`src/sv/fvn_pkg.sv`:
```
package fvn_pkg;

  localparam int FRAC     = 16;
  localparam int FRAC_ONE = 65536;
  localparam int CFG_W    = 32;
  localparam int IDX_W    = 3;
  localparam int MUL_W    = 34;
  localparam int PROD_W   = 64;

  localparam logic [IDX_W-1:0] REG_PERSISTENCE    = 3'd0;
  localparam logic [IDX_W-1:0] REG_BASE_FREQUENCY = 3'd1;
  localparam logic [IDX_W-1:0] REG_AMPLITUDE      = 3'd2;
  localparam logic [IDX_W-1:0] REG_OCTAVE_COUNT   = 3'd3;
  localparam logic [IDX_W-1:0] REG_SEED           = 3'd4;

  localparam logic [16:0] PERSISTENCE_RST    = 17'd32768;
  localparam logic [23:0] BASE_FREQUENCY_RST = 24'd65536;
  localparam logic [31:0] AMPLITUDE_RST      = 32'd65536;
  localparam logic [3:0]  OCTAVE_COUNT_RST   = 4'd4;
  localparam logic [9:0]  SEED_RST           = 10'd0;

  localparam logic [31:0] HASH_MUL = 32'd15731;
  localparam logic [31:0] HASH_ADD = 32'd789221;
  localparam logic [31:0] HASH_OFF = 32'd1376312589;
  localparam logic [31:0] POS_MAX  = 32'h7fffffff;
  localparam logic [31:0] NEG_MAX  = 32'h80000000;

  typedef struct packed {
    logic signed [31:0] coord_x;
    logic signed [31:0] coord_y;
  } item_t;

  typedef struct packed {
    logic  valid;
    item_t item;
  } qhead_t;

  typedef struct packed {
    logic [16:0]        persistence;
    logic [23:0]        base_frequency;
    logic signed [31:0] amplitude;
    logic [3:0]         octave_count;
    logic [9:0]         seed;
  } cfg_t;

endpackage

```
`src/sv/fvn_mul.sv`:
```
module fvn_mul (
  input  logic                               clk,
  input  logic signed [fvn_pkg::MUL_W-1:0]   a,
  input  logic signed [fvn_pkg::MUL_W-1:0]   b,
  output logic signed [fvn_pkg::PROD_W-1:0]  prod
);
  import fvn_pkg::*;

  always_ff @(posedge clk) begin
    prod <= PROD_W'(a * b);
  end

endmodule

```
`config.mk`:
```
export PLATFORM = sky130hd
export DESIGN_NAME = fvn_mul
export DESIGN_NICKNAME = d
export VERILOG_FILES = /design/src/sv/fvn_pkg.sv /design/src/sv/fvn_mul.sv
export SDC_FILE = /design/constraint.sdc
export NUM_CORES = 2
export LEC_CHECK = 0
export BUFFER_PORTS_ARGS = -buffer_cell sky130_fd_sc_hd__buf_4
export CELL_PAD_IN_SITES_DETAIL_PLACEMENT = 1
export CELL_PAD_IN_SITES_GLOBAL_PLACEMENT = 2
export CORE_MARGIN = 2
export CORE_UTILIZATION = 46
export DETAILED_ROUTE_END_ITERATION = 16
export GPL_TIMING_DRIVEN = 0
export HOLD_SLACK_MARGIN = 0.05
export PLACE_DENSITY = 0.95
export REMOVE_ABC_BUFFERS = 1
export SYNTH_ARGS = -nofsm -noshare
export SYNTH_HDL_FRONTEND = slang
export SYNTH_SLANG_ARGS = --single-unit
```
`constraint.sdc`:
```
create_clock -name clk -period 24.8 [get_ports clk]
set_input_delay 1.24 -clock clk [delete_from_list [all_inputs] [get_ports clk]]
set_output_delay 1.24 -clock clk [all_outputs]
set_load 0.02 [all_outputs]
```
# [Word level (Yosys, flattened, before mapping)]
# Cells that the tools add are included.
# Widths: inputs -> output; s select.
[op_classes] n_mul=1
[ops] op="$mul 34x34->64" count=1
[word_totals] ff_bits=64 output_inout_bits=64 word_cells=2

# [Depth between registers and ports, before layout]
[logic_depth] depth_word=1 mapped_depth=29 ltp_nobuf=28

# [Worst setup path before layout]
# OpenSTA, ideal clock, no wires.
[synth_timing] path_type="input to register" from="input port b[4] (netlist name)" to="register prod[56] (netlist name)" setup_time_ns=0.124 t_arrival_ns=8.517 setup_slack_ns=16.159 cell_stages=29 cell_sequence="clkbuf_1 -> clkbuf_1 -> nand2_1 -> fa_1 -> fa_1 -> inv_1 -> fa_1 -> inv_1 -> fa_1 -> inv_1 -> fa_1 -> inv_1 -> fa_1 -> inv_1 -> fa_1 -> inv_1 -> fa_1 -> inv_1 -> ha_1 -> nand4_1 -> nor2_1 -> nand3_1 -> nor3_1 -> o211ai_1 -> a21oi_1 -> a211oi_1 -> o41ai_1 -> a311oi_1 -> xnor2_1"
[synth_via] elab_chain_len=1
[synth_rtl] element="from (decl)" line="fvn_mul.sv:4" text="input logic signed [fvn_pkg::MUL_W-1:0] b,"
[synth_rtl] element="$mul 34x34->64" line="fvn_mul.sv:10" text="prod <= PROD_W'(a * b);"
[synth_rtl] element="to (signal assigned)" line="fvn_mul.sv:10"
[synth_rtl] element="to (decl)" line="fvn_mul.sv:5" text="output logic signed [fvn_pkg::PROD_W-1:0] prod"
# Every way passes these cells.

# [Worst setup path in the final report]
[layout_timing] from="input port a[16] (netlist name)" to="register prod[56] (netlist name)"
[layout_via] elab_chain_len=1
[layout_rtl] element="from (decl)" line="fvn_mul.sv:3" text="input logic signed [fvn_pkg::MUL_W-1:0] a,"
[layout_rtl] element="$mul 34x34->64" line="fvn_mul.sv:10"
# Every way passes these cells.

==> summary.md <==
| Metric | Value |
|---|---|
| CTS root buffer | clkbuf_16 |
| Met1 Routed Length | 47,070 µm |
| TritonCTS Sinks | 64 |
| Synth area leader | fa_1 |
| Final #Nets | between 5,000 and 6,000 |
| Top-area cell type share of the netlist area | 0.5798 |
| Synthesized area | 0.04116 mm² |
| Register bit count reported by yosys | 64 |
| Worst hold path class | primary input to flip-flop |
| Max-slew violations | 0 |
| First-pass GRT wire length | 198,900 µm |
| Hold Fails Final Rpt | 0 |
| WL met2 | 64,820 µm |
| GRT Resource Usage Total | 0.2882 |
| Top sig layer | met4 |
| Routed vias/inst | 5.355 |
| Largest net degree at the start of global routing | 36 |
| # DRC | 0 |
| Area contributors post-synth | fa_1, inv_1, and2_1 |
| Core ar. | 0.08851 mm² |
| Prevailing post-synth register cell | dfxtp_1 |
| Fmax achieved | about 0.10 GHz |
| Startpoint types | primary input |
| Htree depth | 3 |
| Syn avg cell area | about 9.4 µm² |
| Most frequent cells in the layout | fa_1, inv_1, and2_1 |
| Setup TNS | 0 ns |
| Reg with most FFs | prod |
| CTS tree | yes |
| Synth cell types | 55 |
| Die W | approximately 300 µm |
| Max FFs per register | 64 |
| Layout cells sized above 1 | 0.03660 |
| Kind of critical path | primary input to flip-flop |
| Max-capacitance violation count | 0 |
| 1st-pass router iterations | 5 |
| Via count | a little under 30,000 |
| Worst-path clk slew | 0.07 ns |
| Avg WL per Cell | 22.75 µm |
| Diodes inserted | 0 |
| Routed Antenna Nets | 0 |
| Post-CTS Setup Bufs | 0 |
| Final wirelength | 124,100 µm |
| Data arrival, critical path | approximately 10 ns |
| Starting DRT DRC Count | 1,644 |
| Site Rows | 109 |
| Fin crit share | 0.4048 |
| Sequential area share after synthesis | 0.03113 |
| Yosys Warn Count | 0 |
| Final setup vio count | 0 |
| Chip height | 303.1 µm |
| Cts bufs inserted | 9 |
| Die Area | 0.09188 mm² |
| Slew HR | 0.1026 |
| CTS Buffer Depth | 2 |
| DP Wirelength | 95,530 µm |
| Initial Util | 0.4650 |
| Status | completed |
| Port bufs | ~130 |
| Minimum clock period | between 10 and 15 ns |
| CP Capture Type | flip-flop |
| Largest registers | prod (64) |
| WL met3 | roughly 7200 µm |
| Vias in the first global route | roughly 35,000 |
| Post-CTS resize count | 0 |
| Worst Path Required | 25.10 ns |
| Initial antenna violation count | 5 |
| Asr flop ratio synth | 0 |
| Most common cell after layout, fill and taps aside | fa_1 |
| GR Overflow Total | 0 |
| Post-synth EDFFs | 0 |
| Hold-fix buffers, CTS | 0 |
| IO Count | 133 |
| Fillers | 10,110 |
| Placer congestion estimate | 0.8525 |
| Unrepaired setup endpoints after global routing | false |
| Cell count after synthesis | 4,366 |
| CP Max Fanout | 34 |
| Syn-to-layout area delta | 4.652% |
| Slew @ Worst Pin | about 1.3 ns |
==> critical path, cell delays in order <==
cell and delay [ns]:
buf_4 0.45, nand2_1 0.16, fa_1 0.53, fa_1 0.49, inv_1 0.05, fa_1 0.48
inv_1 0.06, fa_1 0.52, inv_1 0.05, fa_1 0.49, inv_1 0.05, fa_1 0.53
inv_1 0.05, fa_1 0.47, inv_1 0.06, fa_1 0.50, inv_1 0.05, ha_1 0.36
nand4_1 0.17, nor2_1 0.38, nand3_1 0.13, nor3_1 0.23, o211ai_1 0.25, a21oi_1 0.52
a211oi_2 0.34, o41ai_1 1.19, a311oi_1 0.28, xnor2_1 0.20
==> area by class of cell <==
| type | instances | area [µm²] | area share |
|---|---|---|---|
| inverter | 1153 | 4328 | 0.1005 |
| multi-input combinational | 2925 | 34710 | 0.8059 |
| clock buffer | 9 | 225.2 | 0.005229 |
| sequential | 64 | 1281 | 0.02975 |
| tap | 1165 | 1458 | 0.03384 |
| timing repair buffer | 132 | 991.0 | 0.02301 |
| clock inverter | 7 | 78.83 | 0.001830 |
==> through the flow <==
stage | setup WS [ns] | instance area, µm² | instances | util | hold WS (ns)
4_1_cts | 14.79 | 43070 | 5455 | 0.4866 | 1.305
2_1_floorplan | 16.45 | 40310 | 4142 | - | 1.362
3_5_place_dp | 14.36 | 42770 | 5439 | 0.4832 | 1.653
5_1_grt | 14.30 | 43070 | 5455 | 0.4866 | 1.325
3_3_place_gp | 14.01 | 42760 | 5439 | 0.4831 | 1.651
6_report | 14.76 | 43070 | 5455 | 0.4866 | 1.334
==> cells by family after synthesis <==
family | count (synthesis) | share of synthesized area
compound gates | 181 | 0.02919
xor+xnor | 82 | 0.01745
flops | 64 | 0.03113
buf+inv | 1377 | 0.1256
fa+ha+maj | 1391 | 0.6403
mux | 1 | 0.0002736
simple gates | 1270 | 0.1560
==> synth_stat cells, drive strengths merged, types with 3 or more instances <==
library cell	count
nor2	46
a21o	38
inv	1153
a31oi	11
ha	199
o21ai	28
fa	1192
nor2b	6
nand2b	16
xnor2	58
a221oi	3
o21bai	6
clkbuf	220
a211oi	7
nand4	7
a21oi	55
a21boi	3
nand2	559
nor3	9
o31ai	3
o21a	6
and4	3
xor2	24
buf	4
nand3	11
dfxtp	64
and3	7
and2	598
==> metal layers <==
metal  vias to the layer above  track usage
met5                         -            0
met4                         0       0.1155
met3                       285      0.04448
met2                      1012       0.5125
met1                     15820       0.3507
li1                      12100            -
==> final timing paths <==
path / from / end / slack, ns / depth (start not counted)
setup / recovery: a[16] / prod[56] / 14.76 / 28
hold / removal: b[0] / prod[0] / 1.33 / 2
Power is left out: the tool's default activity adds up to more than one toggle a clock period on the data nets, which glitch-free logic cannot reach.
