==> src/sv/fvn_pkg.sv <==
package fvn_pkg;

  localparam int FRAC     = 16;
  localparam int FRAC_ONE = 65536;
  localparam int CFG_W    = 32;
  localparam int IDX_W    = 3;
  localparam int MUL_W    = 34;
  localparam int PROD_W   = 64;

  localparam logic [IDX_W-1:0] REG_PERSISTENCE    = 3'd0;
  localparam logic [IDX_W-1:0] REG_BASE_FREQUENCY = 3'd1;
  localparam logic [IDX_W-1:0] REG_AMPLITUDE      = 3'd2;
  localparam logic [IDX_W-1:0] REG_OCTAVE_COUNT   = 3'd3;
  localparam logic [IDX_W-1:0] REG_SEED           = 3'd4;

  localparam logic [16:0] PERSISTENCE_RST    = 17'd32768;
  localparam logic [23:0] BASE_FREQUENCY_RST = 24'd65536;
  localparam logic [31:0] AMPLITUDE_RST      = 32'd65536;
  localparam logic [3:0]  OCTAVE_COUNT_RST   = 4'd4;
  localparam logic [9:0]  SEED_RST           = 10'd0;

  localparam logic [31:0] HASH_MUL = 32'd15731;
  localparam logic [31:0] HASH_ADD = 32'd789221;
  localparam logic [31:0] HASH_OFF = 32'd1376312589;
  localparam logic [31:0] POS_MAX  = 32'h7fffffff;
  localparam logic [31:0] NEG_MAX  = 32'h80000000;

  typedef struct packed {
    logic signed [31:0] coord_x;
    logic signed [31:0] coord_y;
  } item_t;

  typedef struct packed {
    logic  valid;
    item_t item;
  } qhead_t;

  typedef struct packed {
    logic [16:0]        persistence;
    logic [23:0]        base_frequency;
    logic signed [31:0] amplitude;
    logic [3:0]         octave_count;
    logic [9:0]         seed;
  } cfg_t;

endpackage

==> src/sv/fvn_front.sv <==
module fvn_front (
  input  logic                 clk,
  input  logic                 rst,
  input  logic                 start,
  input  fvn_pkg::item_t       item,
  output logic                 busy,
  output fvn_pkg::qhead_t      head,
  input  logic                 pop
);
  import fvn_pkg::*;

  item_t      slot [2];
  logic       wr_ptr;
  logic       rd_ptr;
  logic [1:0] count;
  logic       push;

  assign busy = (count == 2'd2);
  assign push = start && !busy;
  assign head.valid = (count != 2'd0);
  assign head.item  = slot[rd_ptr];

  always_ff @(posedge clk) begin
    if (push) begin
      slot[wr_ptr] <= item;
    end
  end

  always_ff @(posedge clk) begin
    if (rst) begin
      wr_ptr <= 1'b0;
      rd_ptr <= 1'b0;
      count  <= 2'd0;
    end else begin
      if (push) begin
        wr_ptr <= !wr_ptr;
      end
      if (pop) begin
        rd_ptr <= !rd_ptr;
      end
      count <= count + 2'(push) - 2'(pop);
    end
  end

endmodule

==> config.mk <==
export PLATFORM = sky130hd
export DESIGN_NAME = fvn_front
export DESIGN_NICKNAME = d
export VERILOG_FILES = /design/src/sv/fvn_pkg.sv /design/src/sv/fvn_front.sv
export SDC_FILE = /design/constraint.sdc
export NUM_CORES = 1
export LEC_CHECK = 0
export BUFFER_PORTS_ARGS = -buffer_cell sky130_fd_sc_hd__buf_2
export CAP_MARGIN = 20
export CORE_ASPECT_RATIO = 0.7
export CORE_UTILIZATION = 52
export CTS_CLUSTER_DIAMETER = 150
export DETAILED_ROUTE_END_ITERATION = 10
export PLACE_DENSITY_LB_ADDON = 0.12
export SYNTH_ARGS = -nofsm -noshare
export SYNTH_HDL_FRONTEND = slang
export SYNTH_SLANG_ARGS = --single-unit
==> constraint.sdc <==
create_clock -name clk -period 3.1 [get_ports clk]
set_input_delay 0 -clock clk [delete_from_list [all_inputs] [get_ports clk]]
set_output_delay 0 -clock clk [all_outputs]
set_load 0.01 [all_outputs]
; ---- Word level (Yosys, flattened, before mapping)
; Memory sizes are Yosys's and may differ from the RTL's. A register that Yosys moved wholly into a read port is not among the register bits.
; Index checks and enable logic that the tools add are counted.
[totals]
mem_bits_rw = 128
output_inout_bits = 66
register_bits = 4
input_bits = 68
n_memories = 1
elab_cells = 16
[memory_table]
columns = memory, words, word_bits, rd, rd_clocked_by_memory_dff, write_ports, line
row1 = slot, 2, 64, 1, 1, 1, fvn_front.sv:12  ; item_t slot [2];
[classes]
reduce_logical = 5
muxes = 4
eq_ne = 1
n_addsub = 2
[ops]
columns = cell, n
row1 = 1-bit two-way mux, 4
row2 = 1-bit zero test, 3
row3 = 2-bit by 1-bit adder with 2-bit output, 1
row4 = 2-bit equality test (second input constant), 1
row5 = 2-bit nonzero test, 1
row6 = 2-bit by 1-bit subtractor with 2-bit output, 1
row7 = 1-bit logical AND, 1

; ---- Logic depth before layout (Yosys ltp)
[logic_depth]
ltp_word = 5
mapped_depth = 8
ltp_nobuf = 8

; ---- Worst setup path before layout
; No wires, ideal clock.
[synth_path]
path_type = register to register
startpoint = reg count[0]
endpoint = mem slot[0][0] (netlist name), enable pin
setup_slack_ns = 0.599
t_arrival_ns = 2.083
stages_incl_launch_ff = 5
setup_time_ns = 0.418
path_buffers = 0
synth_period_minus_slack_ns = 2.501
required_ns = 2.682
cell_sequence = dfxtp_1 nand2b_2 inv_2 or3_1 inv_1
[synth_between]
elab_chain_len = 5
[synth_lines]
columns = element, line
row1 = start: declaration, fvn_front.sv:15  ; logic [1:0] count;
row2 = start signal: assignment, fvn_front.sv:41  ; count <= count + 2'(push) - 2'(pop);
row3 = 2-bit equality test, fvn_front.sv:18  ; assign busy = (count == 2'd2);
row4 = net busy, fvn_front.sv:6  ; output logic busy,
row5 = 1-bit zero test, fvn_front.sv:19  ; assign push = start && !busy;
row6 = 1-bit logical AND, fvn_front.sv:19
row7 = 1-bit two-way mux, fvn_front.sv:24  ; if (push) begin
row8 = 1-bit two-way mux (not written as such), fvn_front.sv:25  ; slot[wr_ptr] <= item;
row9 = end: declaration, fvn_front.sv:12
; The timed path passes the listed nets, and every way through them passes these cells.

; ---- Worst setup path after layout
[layout_path]
startpoint = reg count[0]
endpoint = mem slot[0][30] (netlist name), enable pin
[layout_between]
elab_chain_len = 5
[layout_lines]
columns = element, line
row1 = 2-bit equality test, fvn_front.sv:18
row2 = 1-bit zero test, fvn_front.sv:19
row3 = 1-bit logical AND, fvn_front.sv:19
row4 = 1-bit two-way mux, fvn_front.sv:24
row5 = 1-bit two-way mux (not written as such), fvn_front.sv:25
; Every way passes these cells.

==> key figures <==
Outcome
  – Outcome: completed

Logic synthesis
  – Synth Area in XOR/XNOR: 0.540%
  – Synth Warn #: 0
  – Synthesized area: 4870 µm²
  – Simple-Gate Fraction of Synth Area: 1.03%
  – Post-synth top area cell: edfxtp_1
  – #FFs+latches synth: 133
  – Largest family of logic cells by synthesized area: multiplexers
  – Area contributors post-synth: edfxtp_1, mux2_2, dfxtp_1
  – Post-Syn Area per Cell: 21.7 µm²
  – Synthesized Nets: 294
  – Post-synthesis mux area share: 14.8%
  – Post-Synth Adder-Cell Area: 0.514%
  – Compound-Gate Fraction of Synth Area: 0.206%
  – Synth unique cells: 18
  – Yosys top cell area share: 78.9%
  – Seq/Total Area, Yosys: 81.0%
  – Synthesized instance count: 224

Layout
  – Final Instance Area: 6910 µm²
  – Area growth from synthesis to layout: 41.8%
  – N_diodes: 0
  – Multi-input logic area: 832 µm²
  – Most common cell after layout, fill and taps aside: buf_2
  – Most frequent cells in the layout: buf_2, edfxtp_1, dlygate4sd3_1, mux2_2, clkbuf_16
  – Layout cells sized above 1: 51.7%
  – Sequential cell area: 3950 µm²
  – Post-route insts no fill: 575
  – Fillers: 568
  – Final nets: 508

Timing
  – Clock Skews: 4.83 ps
  – Final Hold Viols: 0
  – Measured slew at the worst slew-check pin: 640 ps
  – RSZ-0062 raised after global routing: false
  – Minimum clock period: 2010 ps
  – Max Clock Freq: 497 MHz
  – # setup viols final: 0
  – Relative slew slack: 57.2%
  – Pins Over Slew Limit: 0
  – Final Cycle Share: 64.8%
  – Post-route setup slack: 1090 ps
  – Setup TNS: 0 ps

Worst setup path
  – Worst path required time: 3190 ps
  – Crit path arrival time: 2100 ps
  – Top delay family on crit path: buffers and inverters
  – CP peak stage delay: 490 ps
  – CP Class: register to register
  – Crit path launch type: register
  – Kind of end point of the critical path: register
  – CP Cell Sequence: nand2b_2, inv_2, or3_1, inv_2, buf_12
  – Most common cell type on the critical path: inv_2
  – WP buf/inv: 3
  – Critical Path Fanout Max: 36
  – CP max stage cell: inv_2

Placement
  – Post-DP HPWL: 4850 µm
  – Placed Instances: 477
  – Buffers added on ports: 133
  – Place WS: 1090 ps
  – Post-DP Area: 5670 µm²
  – Final GP Congestion: 0.661

Drt
  – Average wire per standard cell: 14.7 µm
  – Routed vias: 2754
  – Initial DRT Pass Iterations: 4
  – Via density: 4.79
  – Routed WL: 8440 µm
  – # DRC: 0
  – Post-DRT Antenna Nets: 0
  – Drt first-iter violations: 117

Clock tree
  – CTS buffer count: 17
  – CTS Hold Bufs: 66
  – Clock-pin slew on the worst setup and hold paths: 50 ps
  – Number of post-CTS setup repair buffers: 0
  – H-tree Lvls: 4
  – Clk buf depth: 2
  – Clk Latency, worst-skew pair: 400 ps
  – Sink Count: 133
  – Root buffer cell: clkbuf_16
  – Post-CTS sizing: 0
  – TritonCTS clock tree: yes

GRT
  – Vias in the first global route: 2927
  – Tot GR Track Use: 18.9%
  – First-pass GRT wire length: 13500 µm
  – GR Overflow Total: 0
  – Number of antenna violations at the first check in global routing: 0
  – Largest net degree at the start of global routing: 65

Die
  – Initial Util: 53.7%
  – Core Area: 9070 µm²
  – Io pins: 134
  – Chip height: 83.0 µm
  – Num rows: 29
  – Die X: 118 µm
  – Die area: 9760 µm²

Job
  – Max-cap violations: 0

Power
  – Power Dens Cells: 723 nW/µm²
  – Peak supply drop: 552 µV
  – Lkg Pwr: 2.66 nW

Hold path
  – Worst min-delay path class: input port to register
-- area by class of cell --
cell class	instances	area share, %
Sequential cell	133	57.1
Timing Repair Buffer	202	20.1
Multi-Input combinational cell	80	12.0
Clock buffer	19	6.27
Tap cell	124	2.25
Clock inverter	13	2.01
Inverter	4	0.217
-- power by group --
part	internal (W)	switching [W]
registers	0.00225	0.0000532
clock network	0.00124	0.000658
logic	0.000379	0.000404
-- cells by family after synthesis --
group	after synthesis
XOR/XNOR	3
AO/OA/AOI/OAI	2
buffers and inverters	11
adder cells (fa/ha/maj)	2
flip-flops	133
AND/OR/NAND/NOR	9
multiplexers	64
-- routing by layer --
metal  routed length [µm]  share of wire (%)  GRT usage, %
met1                 3560                 42          21.6
met2                 4120                 49          30.8
met3                  624                7.4          8.86
met4                  131                1.6          8.04
met5                    0                  0             0
-- path summary, 6_finish.rpt --
check                           slack, ps  startpoint           to  cells after the start
worst max-delay path                 1090    count[0]  slot[0][30]                      5
worst max register to register       1090    count[0]  slot[0][30]                      5
worst min register to register        500      wr_ptr       wr_ptr                      2
worst min-delay path                   10       start       wr_ptr                      4
-- worst reg2reg max path: cells and delay by family, from the launching register on --
kind	cells	cell delay [ps]
buffers and inverters	3	840
flip-flops	1	340
AND/OR/NAND/NOR	2	490
-- per-stage QoR --
stage	power (W)	hold slack [ps]	util [%]
after global routing	0.00520	42.7	76.1
after global placement	0.00305	187	62.5
after detailed placement	0.00307	191	62.5
after CTS	0.00504	7.96	76.1
final	0.00499	12.3	76.1
after floorplan	0.00278	69.1	-
-- state kept, by name, indices dropped and copies added (netlist names), named ones only --
name    cells
slot      128
count       2
rd_ptr      1
wr_ptr      1
-- Yosys cell counts, drive strengths merged --
master,count
a21oi,1
and3,1
buf,7
dfxtp,5
edfxtp,128
ha,2
inv,4
mux2,64
nand2,1
nand2b,1
nor2,3
nor2b,1
o21ai,1
or2,1
or3,1
xnor2,2
xor2,1
(Power assumes the default switching activity.)
